### src/lrb_pkg.sv
// Package: types, codes and constants of the link reconnect backoff supervisor.
`timescale 1ns / 1ps
`default_nettype none

package lrb_pkg;

	localparam int unsigned TW = 20;
	localparam int unsigned CFG_IDX_W = 2;

	localparam logic [TW-1:0] TIMER_MAX = '1;

	// Register indexes on the configuration port
	localparam logic [CFG_IDX_W-1:0] CFG_CONNECT_TIMEOUT = 2'd0;
	localparam logic [CFG_IDX_W-1:0] CFG_BACKOFF_MIN     = 2'd1;
	localparam logic [CFG_IDX_W-1:0] CFG_BACKOFF_MAX     = 2'd2;

	// Register reset values
	localparam logic [TW-1:0] RST_CONNECT_TIMEOUT = 20'd10000;
	localparam logic [TW-1:0] RST_BACKOFF_MIN     = 20'd1000;
	localparam logic [TW-1:0] RST_BACKOFF_MAX     = 20'd30000;

	// Mode codes as reported on the result word
	localparam logic [1:0] CODE_IDLE         = 2'd0;
	localparam logic [1:0] CODE_CONNECTING   = 2'd1;
	localparam logic [1:0] CODE_CONNECTED    = 2'd2;
	localparam logic [1:0] CODE_DISCONNECTED = 2'd3;

	// Input word kinds
	localparam logic KIND_TICK  = 1'b0;
	localparam logic KIND_START = 1'b1;

	typedef enum logic [3:0] {
		MODE_IDLE         = 4'b0001,
		MODE_CONNECTING   = 4'b0010,
		MODE_CONNECTED    = 4'b0100,
		MODE_DISCONNECTED = 4'b1000
	} mode_t;

	typedef struct packed {
		logic [TW-1:0] connect_timeout;
		logic [TW-1:0] backoff_min;
		logic [TW-1:0] backoff_max;
	} lrb_cfg_t;

	typedef struct packed {
		mode_t         mode;
		logic [TW-1:0] attempt_timer;
		logic [TW-1:0] wait_timer;
		logic [TW-1:0] backoff_delay;
	} lrb_state_t;

	typedef struct packed {
		logic [1:0]    link_mode_out;
		logic          begin_attempt;
		logic          abort_attempt;
		logic          is_up;
		logic [TW-1:0] retry_delay;
	} lrb_result_t;

	function automatic logic [1:0] mode_code(input mode_t m);
		logic [1:0] c;
		unique case (m)
			MODE_IDLE:         c = CODE_IDLE;
			MODE_CONNECTING:   c = CODE_CONNECTING;
			MODE_CONNECTED:    c = CODE_CONNECTED;
			MODE_DISCONNECTED: c = CODE_DISCONNECTED;
			default:           c = CODE_IDLE;
		endcase
		return c;
	endfunction

endpackage

`default_nettype wire

### src/lrb_if.sv
// Interfaces: sample channel (tick/start words) and report channel (result words).
`timescale 1ns / 1ps
`default_nettype none

interface lrb_sample_if;
	logic valid;
	logic ready;
	logic kind;
	logic link_up;

	modport source (output valid, output kind, output link_up, input ready);
	modport sink   (input valid, input kind, input link_up, output ready);
endinterface

interface lrb_report_if;
	logic        valid;
	logic        ready;
	logic [1:0]  link_mode_out;
	logic        begin_attempt;
	logic        abort_attempt;
	logic        is_up;
	logic [19:0] retry_delay;

	modport source (output valid, output link_mode_out, output begin_attempt,
		output abort_attempt, output is_up, output retry_delay, input ready);
	modport sink   (input valid, input link_mode_out, input begin_attempt,
		input abort_attempt, input is_up, input retry_delay, output ready);
endinterface

`default_nettype wire

### src/lrb_cfg.sv
// Configuration register file: timeout and backoff limits.
`timescale 1ns / 1ps
`default_nettype none

module lrb_cfg (
	input  wire logic                          clk,
	input  wire logic                          arst_n,
	input  wire logic                          cfg_we,
	input  wire logic [lrb_pkg::CFG_IDX_W-1:0] cfg_idx,
	input  wire logic [lrb_pkg::TW-1:0]        cfg_data,
	output lrb_pkg::lrb_cfg_t                  cfg
);
	import lrb_pkg::*;

	lrb_cfg_t cfg_q;

	// Indexes past the last register are dropped
	always_ff @(posedge clk or negedge arst_n) begin
		if (!arst_n) begin
			cfg_q.connect_timeout <= RST_CONNECT_TIMEOUT;
			cfg_q.backoff_min     <= RST_BACKOFF_MIN;
			cfg_q.backoff_max     <= RST_BACKOFF_MAX;
		end else if (cfg_we) begin
			if (cfg_idx == CFG_CONNECT_TIMEOUT) begin
				cfg_q.connect_timeout <= cfg_data;
			end
			if (cfg_idx == CFG_BACKOFF_MIN) begin
				cfg_q.backoff_min <= cfg_data;
			end
			if (cfg_idx == CFG_BACKOFF_MAX) begin
				cfg_q.backoff_max <= cfg_data;
			end
		end
	end

	assign cfg = cfg_q;

endmodule

`default_nettype wire

### src/lrb_step.sv
// Next-state and result logic for one tick or start word.
`timescale 1ns / 1ps
`default_nettype none

module lrb_step (
	input  wire lrb_pkg::lrb_state_t st,
	input  wire lrb_pkg::lrb_cfg_t   cfg,
	input  wire logic                kind,
	input  wire logic                link_up,
	output lrb_pkg::lrb_state_t      nxt,
	output lrb_pkg::lrb_result_t     rsp
);
	import lrb_pkg::*;

	logic [TW-1:0] att_inc;
	logic [TW-1:0] wait_inc;
	logic [TW:0]   dbl;
	logic [TW-1:0] dbl_capped;
	logic          begin_req;
	logic          abort_req;

	// Saturating timer increments
	assign att_inc  = (st.attempt_timer == TIMER_MAX) ? TIMER_MAX : st.attempt_timer + 1'b1;
	assign wait_inc = (st.wait_timer == TIMER_MAX) ? TIMER_MAX : st.wait_timer + 1'b1;

	// Doubled delay, capped at backoff_max
	assign dbl        = {st.backoff_delay, 1'b0};
	assign dbl_capped = (dbl > {1'b0, cfg.backoff_max}) ? cfg.backoff_max : dbl[TW-1:0];

	always_comb begin
		nxt       = st;
		begin_req = 1'b0;
		abort_req = 1'b0;
		priority if (kind == KIND_START) begin
			// restart from any mode
			nxt.mode          = MODE_CONNECTING;
			nxt.attempt_timer = '0;
			nxt.wait_timer    = '0;
			nxt.backoff_delay = cfg.backoff_min;
			begin_req         = 1'b1;
		end else begin
			unique case (st.mode)
				MODE_CONNECTING: begin
					if (link_up) begin
						nxt.mode          = MODE_CONNECTED;
						nxt.backoff_delay = cfg.backoff_min;
					end else begin
						nxt.attempt_timer = att_inc;
						if (att_inc > cfg.connect_timeout) begin
							abort_req      = 1'b1;
							nxt.mode       = MODE_DISCONNECTED;
							nxt.wait_timer = '0;
						end
					end
				end
				MODE_CONNECTED: begin
					if (!link_up) begin
						nxt.mode          = MODE_DISCONNECTED;
						nxt.wait_timer    = '0;
						nxt.backoff_delay = cfg.backoff_min;
					end
				end
				MODE_DISCONNECTED: begin
					nxt.wait_timer = wait_inc;
					if (wait_inc >= st.backoff_delay) begin
						begin_req         = 1'b1;
						nxt.mode          = MODE_CONNECTING;
						nxt.attempt_timer = '0;
						nxt.backoff_delay = dbl_capped;
					end
				end
				default: begin
					// idle: nothing changes
				end
			endcase
		end
	end

	// Result word
	always_comb begin
		rsp.link_mode_out = mode_code(nxt.mode);
		rsp.begin_attempt = begin_req;
		rsp.abort_attempt = abort_req;
		rsp.is_up         = (nxt.mode == MODE_CONNECTED) && link_up;
		rsp.retry_delay   = nxt.backoff_delay;
	end

endmodule

`default_nettype wire

### src/link_reconnect_backoff_fsm.sv
// Top level: link reconnect supervisor with exponential backoff.
//
//  channel  | dir | handshake    | word
//  ---------+-----+--------------+-----------------------------------------------
//  sample   | in  | valid/ready  | kind, link_up
//  report   | out | valid/ready  | link_mode_out, begin_attempt, abort_attempt,
//           |     |              | is_up, retry_delay
//  cfg      | in  | cfg_we       | cfg_idx, cfg_data (write only)
//
// One word per cycle sustained while the report side keeps ready; a word passes the input
// register, then the next-state logic into the result register, before report valid rises.
// The supervisor state updates as a word moves from the input register to the result
// register, so consecutive words see each other's effects with no bubble.
// A stalled report holds the result register; the input register still takes a word
// while the result register waits, and sample.ready drops only when both are full.
// Reset (arst_n, async low) clears the state to idle and the registers to their defaults.
`timescale 1ns / 1ps
`default_nettype none

module link_reconnect_backoff_fsm (
	input  wire logic                          clk,
	input  wire logic                          arst_n,
	lrb_sample_if.sink                         sample,
	lrb_report_if.source                       report,
	input  wire logic                          cfg_we,
	input  wire logic [lrb_pkg::CFG_IDX_W-1:0] cfg_idx,
	input  wire logic [lrb_pkg::TW-1:0]        cfg_data
);
	import lrb_pkg::*;

	lrb_cfg_t    cfg;
	lrb_state_t  state_q;
	lrb_state_t  state_nxt;
	lrb_result_t rsp;
	lrb_result_t rsp_q;

	logic valid_s1;
	logic kind_s1;
	logic link_up_s1;
	logic out_valid_q;
	logic out_free;
	logic advance;

	lrb_cfg u_cfg (
		.clk      (clk),
		.arst_n   (arst_n),
		.cfg_we   (cfg_we),
		.cfg_idx  (cfg_idx),
		.cfg_data (cfg_data),
		.cfg      (cfg)
	);

	lrb_step u_step (
		.st      (state_q),
		.cfg     (cfg),
		.kind    (kind_s1),
		.link_up (link_up_s1),
		.nxt     (state_nxt),
		.rsp     (rsp)
	);

	// Flow control
	assign out_free     = !out_valid_q || report.ready;
	assign advance      = valid_s1 && out_free;
	assign sample.ready = !valid_s1 || out_free;

	// Input register
	always_ff @(posedge clk or negedge arst_n) begin
		if (!arst_n) begin
			valid_s1 <= 1'b0;
		end else if (sample.ready) begin
			valid_s1 <= sample.valid;
		end
	end

	always_ff @(posedge clk) begin
		if (sample.ready && sample.valid) begin
			kind_s1    <= sample.kind;
			link_up_s1 <= sample.link_up;
		end
	end

	// Supervisor state
	always_ff @(posedge clk or negedge arst_n) begin
		if (!arst_n) begin
			state_q.mode          <= MODE_IDLE;
			state_q.attempt_timer <= '0;
			state_q.wait_timer    <= '0;
			state_q.backoff_delay <= RST_BACKOFF_MIN;
		end else if (advance) begin
			state_q <= state_nxt;
		end
	end

	// Result register
	always_ff @(posedge clk or negedge arst_n) begin
		if (!arst_n) begin
			out_valid_q <= 1'b0;
		end else if (out_free) begin
			out_valid_q <= valid_s1;
		end
	end

	always_ff @(posedge clk) begin
		if (advance) begin
			rsp_q <= rsp;
		end
	end

	assign report.valid         = out_valid_q;
	assign report.link_mode_out = rsp_q.link_mode_out;
	assign report.begin_attempt = rsp_q.begin_attempt;
	assign report.abort_attempt = rsp_q.abort_attempt;
	assign report.is_up         = rsp_q.is_up;
	assign report.retry_delay   = rsp_q.retry_delay;

	// A word held in the input register waits until the result register frees up
	a_s1_holds: assert property (@(posedge clk) disable iff (!arst_n)
		valid_s1 && !out_free |=> valid_s1)
		else $error("input word dropped while result register was full");

	// Begin and abort are never raised together
	a_flags_excl: assert property (@(posedge clk) disable iff (!arst_n)
		out_valid_q |-> !(rsp_q.begin_attempt && rsp_q.abort_attempt))
		else $error("begin and abort raised in one word");

	// An abort always lands in disconnected mode
	a_abort_mode: assert property (@(posedge clk) disable iff (!arst_n)
		out_valid_q && rsp_q.abort_attempt |-> rsp_q.link_mode_out == CODE_DISCONNECTED)
		else $error("abort without disconnected mode");

	// A begin always lands in connecting mode, and is_up only when connected
	a_begin_mode: assert property (@(posedge clk) disable iff (!arst_n)
		out_valid_q |-> (!rsp_q.begin_attempt || rsp_q.link_mode_out == CODE_CONNECTING)
			&& (!rsp_q.is_up || rsp_q.link_mode_out == CODE_CONNECTED))
		else $error("mode does not match begin or is_up flag");

endmodule

`default_nettype wire

### src/flat_wrapper.sv
// flat-port wrapper written by rule: the top's interface ports become plain ports
module link_reconnect_backoff_fsm_flat import lrb_pkg::*;
  (clk, arst_n, cfg_we, cfg_idx, cfg_data, sample_valid, sample_kind, sample_link_up, sample_ready, report_valid, report_link_mode_out, report_begin_attempt, report_abort_attempt, report_is_up, report_retry_delay, report_ready);
  lrb_sample_if sample_i ();
  lrb_report_if report_i ();
  input  wire logic clk;
  input  wire logic arst_n;
  input  wire logic cfg_we;
  input  wire logic [lrb_pkg::CFG_IDX_W-1:0] cfg_idx;
  input  wire logic [lrb_pkg::TW-1:0] cfg_data;
  input wire logic [$bits(sample_i.valid)-1:0] sample_valid;
  input wire logic [$bits(sample_i.kind)-1:0] sample_kind;
  input wire logic [$bits(sample_i.link_up)-1:0] sample_link_up;
  output wire logic [$bits(sample_i.ready)-1:0] sample_ready;
  output wire logic [$bits(report_i.valid)-1:0] report_valid;
  output wire logic [$bits(report_i.link_mode_out)-1:0] report_link_mode_out;
  output wire logic [$bits(report_i.begin_attempt)-1:0] report_begin_attempt;
  output wire logic [$bits(report_i.abort_attempt)-1:0] report_abort_attempt;
  output wire logic [$bits(report_i.is_up)-1:0] report_is_up;
  output wire logic [$bits(report_i.retry_delay)-1:0] report_retry_delay;
  input wire logic [$bits(report_i.ready)-1:0] report_ready;
  assign sample_i.valid = sample_valid;
  assign sample_i.kind = sample_kind;
  assign sample_i.link_up = sample_link_up;
  assign sample_ready = sample_i.ready;
  assign report_valid = report_i.valid;
  assign report_link_mode_out = report_i.link_mode_out;
  assign report_begin_attempt = report_i.begin_attempt;
  assign report_abort_attempt = report_i.abort_attempt;
  assign report_is_up = report_i.is_up;
  assign report_retry_delay = report_i.retry_delay;
  assign report_i.ready = report_ready;
  link_reconnect_backoff_fsm u_core (.clk(clk), .arst_n(arst_n), .sample(sample_i), .report(report_i), .cfg_we(cfg_we), .cfg_idx(cfg_idx), .cfg_data(cfg_data));
endmodule
### config.mk
export PLATFORM = sky130hd
export DESIGN_NAME = link_reconnect_backoff_fsm_flat
export DESIGN_NICKNAME = d
export VERILOG_FILES = /design/src/lrb_pkg.sv /design/src/lrb_if.sv /design/src/lrb_cfg.sv /design/src/lrb_step.sv /design/src/link_reconnect_backoff_fsm.sv /design/src/flat_wrapper.sv
export SDC_FILE = /design/constraint.sdc
export NUM_CORES = 1
export LEC_CHECK = 0
export BUFFER_PORTS_ARGS = -buffer_cell sky130_fd_sc_hd__buf_2
export CAP_MARGIN = 30
export CORE_ASPECT_RATIO = 0.75
export CORE_MARGIN = 3
export CORE_UTILIZATION = 50
export CTS_CLUSTER_DIAMETER = 80
export DETAILED_ROUTE_END_ITERATION = 8
export GPL_ROUTABILITY_DRIVEN = 0
export PLACE_DENSITY = 0.67
export SETUP_SLACK_MARGIN = 0.3
export SYNTH_ARGS = -nofsm -noshare
export SYNTH_HDL_FRONTEND = slang
export SYNTH_SLANG_ARGS = --single-unit
### constraint.sdc
create_clock -name clk -period 8.6 [get_ports clk]
set_input_delay 1.29 -clock clk [delete_from_list [all_inputs] [get_ports clk]]
set_output_delay 1.29 -clock clk [all_outputs]
set_load 0.01 [all_outputs]
==> results of run 1 <==
## sequential cells by signal, summed over array words and instances (netlist names)
| name | count |
|---|---|
| u_core.report.begin_attempt | 1 |
| u_core.valid_s1 | 1 |
| u_core.report.is_up | 1 |
| u_core.u_cfg.cfg | 60 |
| u_core.link_up_s1 | 1 |
| u_core.state_q | 64 |
| u_core.report.valid | 1 |
| u_core.report.retry_delay | 20 |
| u_core.kind_s1 | 1 |
| u_core.report.abort_attempt | 1 |
| u_core.report.link_mode_out | 2 |
## cells by family (layout without fill, tap and decap cells)
kind of cell | after synthesis | in the layout
flip-flops | 153 | 153
adder cells (fa/ha/maj) | 61 | 61
AO/OA/AOI/OAI | 225 | 225
AND/OR/NAND/NOR | 277 | 277
buffers and inverters | 118 | 172
multiplexers | 65 | 65
XOR/XNOR | 27 | 27
## cell type report
class	instances	share of cell area
tap	236	0.02922
clock inverter	13	0.01647
clock buffer	19	0.04482
multi-input combinational	655	0.4501
timing repair buffer	61	0.03467
sequential	153	0.3954
inverter	79	0.02935
## metrics by stage
stage / total power, mW / area (um2) / hold slack, ns
after floorplan: 1.450 / 9016 / 0.4572
after global placement: 1.629 / 9443 / 0.4686
after detailed placement: 1.644 / 9485 / 0.4781
after CTS: 2.440 / 10100 / 0.4883
after global routing: 2.575 / 10100 / 0.5312
final: 2.433 / 10100 / 0.4836
## routing by layer
layer / vias up / part of all wire / track usage
li1: 3408 / - / -
met1: 3415 / 0.51 / 0.3602
met2: 184 / 0.42 / 0.3341
met3: 14 / 0.051 / 0.03914
met4: 0 / 0.0097 / 0.05320
met5: - / 0 / 0
## layout by cell type, fill, tap and decap left out, types with 11 or more instances in the layout
cell,instances
o221ai_1,38
nor2_1,50
a22o_1,23
inv_1,77
buf_2,54
a21oi_1,38
dfrtp_1,101
xor2_1,11
ha_1,61
edfxtp_1,27
nand2_1,129
mux2i_1,21
o21ai_0,79
nand3_1,22
dfstp_2,25
xnor2_1,16
mux2_2,44
clkbuf_16,17
## power by group through the flow
stage	combinational (mW)	sequential [mW]	clock (mW)
2_1_floorplan	0.488	0.962	0
4_1_cts	0.669	0.972	0.799
5_1_grt	0.757	0.989	0.829
3_3_place_gp	0.648	0.981	0
6_report	0.673	0.974	0.786
3_5_place_dp	0.660	0.984	0
## critical path, delay by kind of cell (launching register included)
kind	cells	cell delay, ns
adders and majority gates	2	0.53
and+or+nand+nor	5	2.31
DFF	1	0.38
AOI/OAI and AO/OA	8	1.92
## worst paths after layout
check / start / endpoint / slack, ns / cells past startpoint
setup / recovery: u_core.state_q[21] / u_core.report.retry_delay[4] / 3.25 / 15
hold / removal: u_core.valid_s1 / u_core.report.valid / 0.48 / 1
setup reg to reg: u_core.state_q[21] / u_core.report.retry_delay[4] / 3.25 / 15
hold reg to reg: u_core.valid_s1 / u_core.report.valid / 0.48 / 1
max in group asynchronous: arst_n / u_core.u_cfg.cfg[57] / 6.27 / 2
min in group asynchronous: arst_n / u_core.state_q[26] / 0.92 / 1
==> summary.txt, run 1 <==
Clock tree
  • TritonCTS Sinks: around 150
  • H-Tree Level Count: 4
  • Reg clk slew, reported paths: roughly 0.07 ns
  • Clock Tree Buf Depth: 2
  • Post-CTS Setup Bufs: 0
  • CTS Buf Count: 17
  • Worst-skew pair later-pin latency: ~0.43 ns
  • CTS tree: built
  • CTS Hold Bufs: 0
  • CTS resizes: 0
  • Root Buffer: clkbuf_16

Pwr
  • Peak supply drop: between 150 and 200 uV
  • Clock power frac: 0.323
  • Internal: roughly 1.6 mW
  • Psw: a little over 800 uW
  • Power Density: 240.8 mW/mm2
  • Leakage power total: 4.648 nW
  • Sequential Power Share: 0.400
  • Part of the power in combinational logic: 0.276
  • Switching Share: 0.3313

Detailed routing
  • DR vias: approximately 7.0k
  • Final wirelength: around 22000 um
  • Post-DRT Antenna Nets: 0
  • DRC Markers: 0
  • Drt via density: about 5.8
  • Initial DRC count: between 400 and 500
  • Wire per inst: roughly 18 um
  • First-pass iteration count of the detailed router: 5

Setup path
  • Crit-path max FO: 19
  • CP max stage delay: 0.91 ns
  • Slowest cell on the critical path: nor3_2
  • Crit path cell chain: ha_1 -> nand3_2 -> nor4_4 -> nand3_2 -> nor3_2 -> a21oi_1 -> o21ai_0 -> ha_1 -> a41oi_1 -> o21ai_0 -> a221oi_1 -> o211ai_1 -> o2111ai_1 -> nand2_1 -> o221ai_1
  • WP data required: between 8 and 9 ns
  • CP arrival: around 5.6 ns
  • Startpoint types: register
  • Setup crit end kind: register
  • Critical path type: register to register

GRT
  • First-pass GRT wire length: between 30000 and 40000 um
  • Largest net degree at the start of global routing: a little over 70
  • Global-route usage over all layers: 0.2304
  • Vias in the first global route: approximately 6.5k
  • Initial antenna violation count: 0
  • Overflow left after global routing: 0

STA
  • Slew margin rel.: 0.2903
  • Min Clock Period, post-route: 5.348 ns
  • Final Hold Vio Count: 0
  • Final setup vio count: 0
  • Fmax: 0.1870 GHz
  • Actual transition at the worst max-transition pin: approximately 1.1 ns
  • RSZ-0062 raised after global routing: false
  • Final worst setup slack: around 3.3 ns
  • Fin. max-slew vios: 0
  • Setup TNS: 0 ns
  • Final Cycle Share: 0.6219
  • Clock Skews: approximately 0.011 ns

Synth
  • Post-Synth Adder-Cell Area: 0.08465
  • Sequential share of the synthesized area: 0.4431
  • Top_reg_cell synth: dfrtp_1
  • Asr flop ratio synth: 0.8235
  • Yosys Warn Count: 0
  • Synth Instances: between 900 and 1k
  • Yosys reg bits: about 150
  • Post-Syn Area: roughly 0.009 mm2
  • Simple-gate share of the synthesized area: 0.1474
  • Synthesized area per cell: a little under 10 um2
  • Xor/xnor share of the synthesized area: 0.02623
  • Top cells by count, synth: nand2_1, dfrtp_1, o21ai_0, inv_1, ha_1
  • Share of the synthesized area in the top cell type: 0.2803
  • Cell variety after synth: between 60 and 70
  • Compound-Gate Fraction of Synth Area: 0.1669
  • Syn Nets: a little over 1k
  • Top-count cell post-synth: nand2_1
  • Largest family of logic cells by synthesized area: compound AO/OA/AOI/OAI gates
  • Yosys top cell by area: dfrtp_1
  • Synth area leaders: dfrtp_1, edfxtp_1, ha_1
  • Post-synthesis mux area share: 0.07827
  • Post-synth EDFFs: 27

Placed design
  • Setup WS pre-CTS: 3.314 ns
  • DP HPWL: between 15000 and 20000 um
  • Placed cell count: 1184
  • Number of I/O port buffers: 55

Run
  • Maxcap violations: 0

Layout
  • Multi-input gate area: approximately 0.0045 mm2
  • Layout cell share with drive strength beyond 1: 0.1837
  • Number of fillers in the final layout: between 1.5k and 2k
  • Fin util: 0.5862
  • Register area: around 0.004 mm2
  • P&R area growth vs syn: 12.07%
  • Final Net Count: between 1k and 1.5k
  • Ant diodes: 0
  • Finished Layout Cells: about 1.2k

Die
  • Die ar.: a little under 0.02 mm2
  • Rows: between 40 and 50
  • Initial Util: 0.5231
  • Die span in x: ~160 um
  • IO Count: 56
  • Total core area: roughly 0.017 mm2
  • Chip height: approximately 120 um

Hold path
  • HP Class: register to register

Status
  • Outcome: finished clean
No activity file was read; power rests on OpenSTA's default activity.
==> inputs of run 2 (changes only) <==
==> constraint.sdc (replaced) <==
create_clock -name clk -period 5.01 [get_ports clk]
set_input_delay 0.7515 -clock clk [delete_from_list [all_inputs] [get_ports clk]]
set_output_delay 0.7515 -clock clk [all_outputs]
set_load 0.01 [all_outputs]
==> run 2 against run 1 <==
Worst hold slack worse by 0.13 ns. Die area unchanged. Critical path type unchanged. Fmax up 23%. Utilization up 0.15 points. Combinational power increased by 71%. Sequential share of layout area is 0.10 points lower. Routed wire length up 1.2%.
==> summary.txt, run 2 (synthesis results as in run 1) <==
Status
  • Outcome: finished clean (unchanged)

Placed design
  • Number of I/O port buffers: 55 (unchanged)
  • DP HPWL: 15850 um (was 15590 um)
  • Placed Instance Area: 0.009557 mm2 (was 0.009485 mm2)

STA
  • Setup TNS: 0 ns (unchanged)
  • Actual transition at the worst max-transition pin: 0.8734 ns (was 1.059 ns)
  • Slew margin rel.: 0.4178 (was 0.2903)
  • Fmax: 0.2291 GHz (was 0.1870 GHz)
  • Final Hold Vio Count: 0 (unchanged)
  • Final setup vio count: 0 (unchanged)
  • RSZ-0062 raised after global routing: false (unchanged)
  • Clock Skews: 0.01308 ns (was 0.01068 ns)
  • Min Clock Period, post-route: 4.365 ns (was 5.348 ns)
  • Fin. max-slew vios: 0 (unchanged)
  • Final Cycle Share: 0.8712 (was 0.6219)

Die
  • Initial Util: 0.5231 (unchanged)
  • IO Count: 56 (unchanged)
  • Chip height: 122.3 um (unchanged)
  • Die span in x: 161.1 um (unchanged)
  • Die ar.: 0.01970 mm2 (unchanged)
  • Total core area: 0.01724 mm2 (unchanged)
  • Rows: 41 (unchanged)

Setup path
  • Slowest cell on the critical path: or3_1 (was nor3_2)
  • Crit-path max FO: 16 (was 19)
  • WP data required: 5.17 ns (was 8.84 ns)
  • Worst R2R Setup Slack: 0.65 ns (was 3.25 ns)
  • CP delay by family, top: simple AND/OR/NAND/NOR gates (unchanged)
  • CP arrival: 4.52 ns (was 5.59 ns)
  • Critical path type: register to register (unchanged)
  • CP max stage delay: 0.50 ns (was 0.91 ns)
  • Crit path cell chain: ha_1 -> nand3_2 -> nor4_4 -> nand3_2 -> or3_1 -> buf_4 -> and2_1 -> ha_1 -> nor3b_1 -> o21ai_0 -> a21oi_1 -> o211ai_1 -> o2111ai_2 -> nand2_1 -> buf_4 -> o221ai_1 (was ha_1 -> nand3_2 -> nor4_4 -> nand3_2 -> nor3_2 -> a21oi_1 -> o21ai_0 -> ha_1 -> a41oi_1 -> o21ai_0 -> a221oi_1 -> o211ai_1 -> o2111ai_1 -> nand2_1 -> o221ai_1)
  • Setup crit end kind: register (unchanged)
  • CP Buf/Inv Count: 2 (was 0)
  • Startpoint types: register (unchanged)

Detailed routing
  • Wire per inst: 17.98 um (was 17.92 um)
  • First-pass iteration count of the detailed router: 6 (was 5)
  • Post-DRT Antenna Nets: 0 (unchanged)
  • DR vias: 7070 (was 7021)
  • DRC Markers: 0 (unchanged)
  • Final wirelength: 22050 um (was 21790 um)
  • Initial DRC count: 546 (was 466)
  • Drt via density: 5.767 (was 5.774)

Layout
  • Multi-input gate area: 0.004557 mm2 (was 0.004548 mm2)
  • Biggest register: u_core.state_q (unchanged)
  • Number of fillers in the final layout: 1488 (was 1512)
  • Ant diodes: 0 (unchanged)
  • Register area: 0.003995 mm2 (unchanged)
  • Commonest non-fill, non-tap cell in the layout: nand2_1 (unchanged)
  • Largest register FFs: 64 (unchanged)
  • Final Net Count: 1067 (was 1057)
  • P&R area growth vs syn: 12.37% (was 12.07%)
  • Leading cell types in the layout, fill and taps excluded: nand2_1, dfrtp_1, o21ai_0 (unchanged)
  • Layout cell share with drive strength beyond 1: 0.1909 (was 0.1837)
  • Post-route design area: 0.01013 mm2 (was 0.01010 mm2)

Pwr
  • Leakage power total: 4.682 nW (was 4.648 nW)
  • Switching Share: 0.3434 (was 0.3313)
  • Power Density: 402.7 mW/mm2 (was 240.8 mW/mm2)
  • Part of the power in combinational logic: 0.283 (was 0.276)
  • Internal: 2.679 mW (was 1.627 mW)
  • Clock power frac: 0.308 (was 0.323)
  • Peak supply drop: 275.8 uV (was 150.9 uV)
  • Sequential Power Share: 0.410 (was 0.400)
  • Psw: 1.401 mW (was 806.0 uW)

Clock tree
  • Clock Tree Buf Depth: 2 (unchanged)
  • CTS tree: built (unchanged)
  • CTS Buf Count: 17 (unchanged)
  • CTS Hold Bufs: 0 (unchanged)
  • Reg clk slew, reported paths: 0.06 ns (was 0.07 ns)
  • Worst-skew pair later-pin latency: 0.43 ns (about the same)
  • Root Buffer: clkbuf_16 (unchanged)
  • TritonCTS Sinks: 153 (unchanged)
  • H-Tree Level Count: 4 (unchanged)

Hold path
  • HP Class: input pin to async pin (was register to register)

GRT
  • Largest net degree at the start of global routing: 76 (was 71)
  • First-pass GRT wire length: 36140 um (was 35630 um)
  • Vias in the first global route: 6718 (was 6545)
  • Global-route usage over all layers: 0.2329 (was 0.2304)
  • Overflow left after global routing: 0 (unchanged)
  • Initial antenna violation count: 0 (unchanged)

Run
  • Maxcap violations: 0 (unchanged)
-- run 2: cell count changes in the layout (fill, tap and decap cells not counted), sizes merged --
cell / previous run / this run
buf: 61 / 71
inv: 79 / 84
clkinvlp: 3 / 0
clkbuf: 19 / 17
clkinv: 7 / 9
bufinv: 3 / 1
-- run 2: what timing repair did --
| action | in CTS | in global routing |
|---|---|---|
| resized for setup | 0 | 2 |
| endpoints found under the setup margin | 0 | 48 |
| buffers inserted | 0 | 0 |
-- run 2: path summary, 6_finish.rpt --
path                                    start                            to  cells after the start
min                                    arst_n            u_core.state_q[28]                      1
max in group asynchronous              arst_n          u_core.u_cfg.cfg[50]                      2
min reg2reg                   u_core.valid_s1           u_core.report.valid                      1
max reg2reg                u_core.state_q[20]  u_core.report.retry_delay[8]                     16
min in group clk              u_core.valid_s1           u_core.report.valid                      1
max                        u_core.state_q[20]  u_core.report.retry_delay[8]                     16
-- run 2: power groups by stage --
stage	Combinational [mW]	Clock (mW)	Sequential [mW]
floorplan	0.838	0	1.65
global placement	1.11	0	1.69
detailed placement	1.13	0	1.69
CTS	1.15	1.28	1.67
global route	1.30	1.33	1.70
finish	1.15	1.26	1.67
-- run 2: layout make-up --
class,count,share of cell area
clock inverter,15,0.01346
timing repair buffer,71,0.04199
clock buffer,17,0.04199
tap,236,0.02915
inverter,79,0.02927
multi-input combinational,655,0.4498
sequential,153,0.3943
-- run 2: per-layer routing --
metal	wire length [um]	track usage	part of all wire
met2	9199	0.3376	0.42
met5	0	0	0
met3	1325	0.05027	0.060
met4	213	0.04997	0.0097
met1	11310	0.3590	0.51
-- run 2: per-stage QoR --
| step | std cells | hold slack (ns) | total power [mW] | setup slack, ns | util |
|---|---|---|---|---|---|
| 6_report | 1226 | 0.3501 | 4.080 | 0.6455 | 0.5878 |
| 5_1_grt | 1226 | 0.3923 | 4.323 | 0.3098 | 0.5878 |
| 4_1_cts | 1226 | 0.3800 | 4.093 | 0.5220 | 0.5870 |
| 3_5_place_dp | 1194 | 0.4824 | 2.822 | 0.5707 | 0.5544 |
| 3_3_place_gp | 1192 | 0.4685 | 2.800 | 0.7421 | 0.5527 |
| 2_1_floorplan | 926 | 0.4559 | 2.489 | 0.8050 | - |
-- run 2: worst register-to-register path: cells and delay by family (launching register included) --
family,cells,cell delay (ns)
AO/OA/AOI/OAI,5,0.97
flip-flops,1,0.38
buffers and inverters,2,0.49
adder cells (fa/ha/maj),2,0.53
AND/OR/NAND/NOR,7,1.74
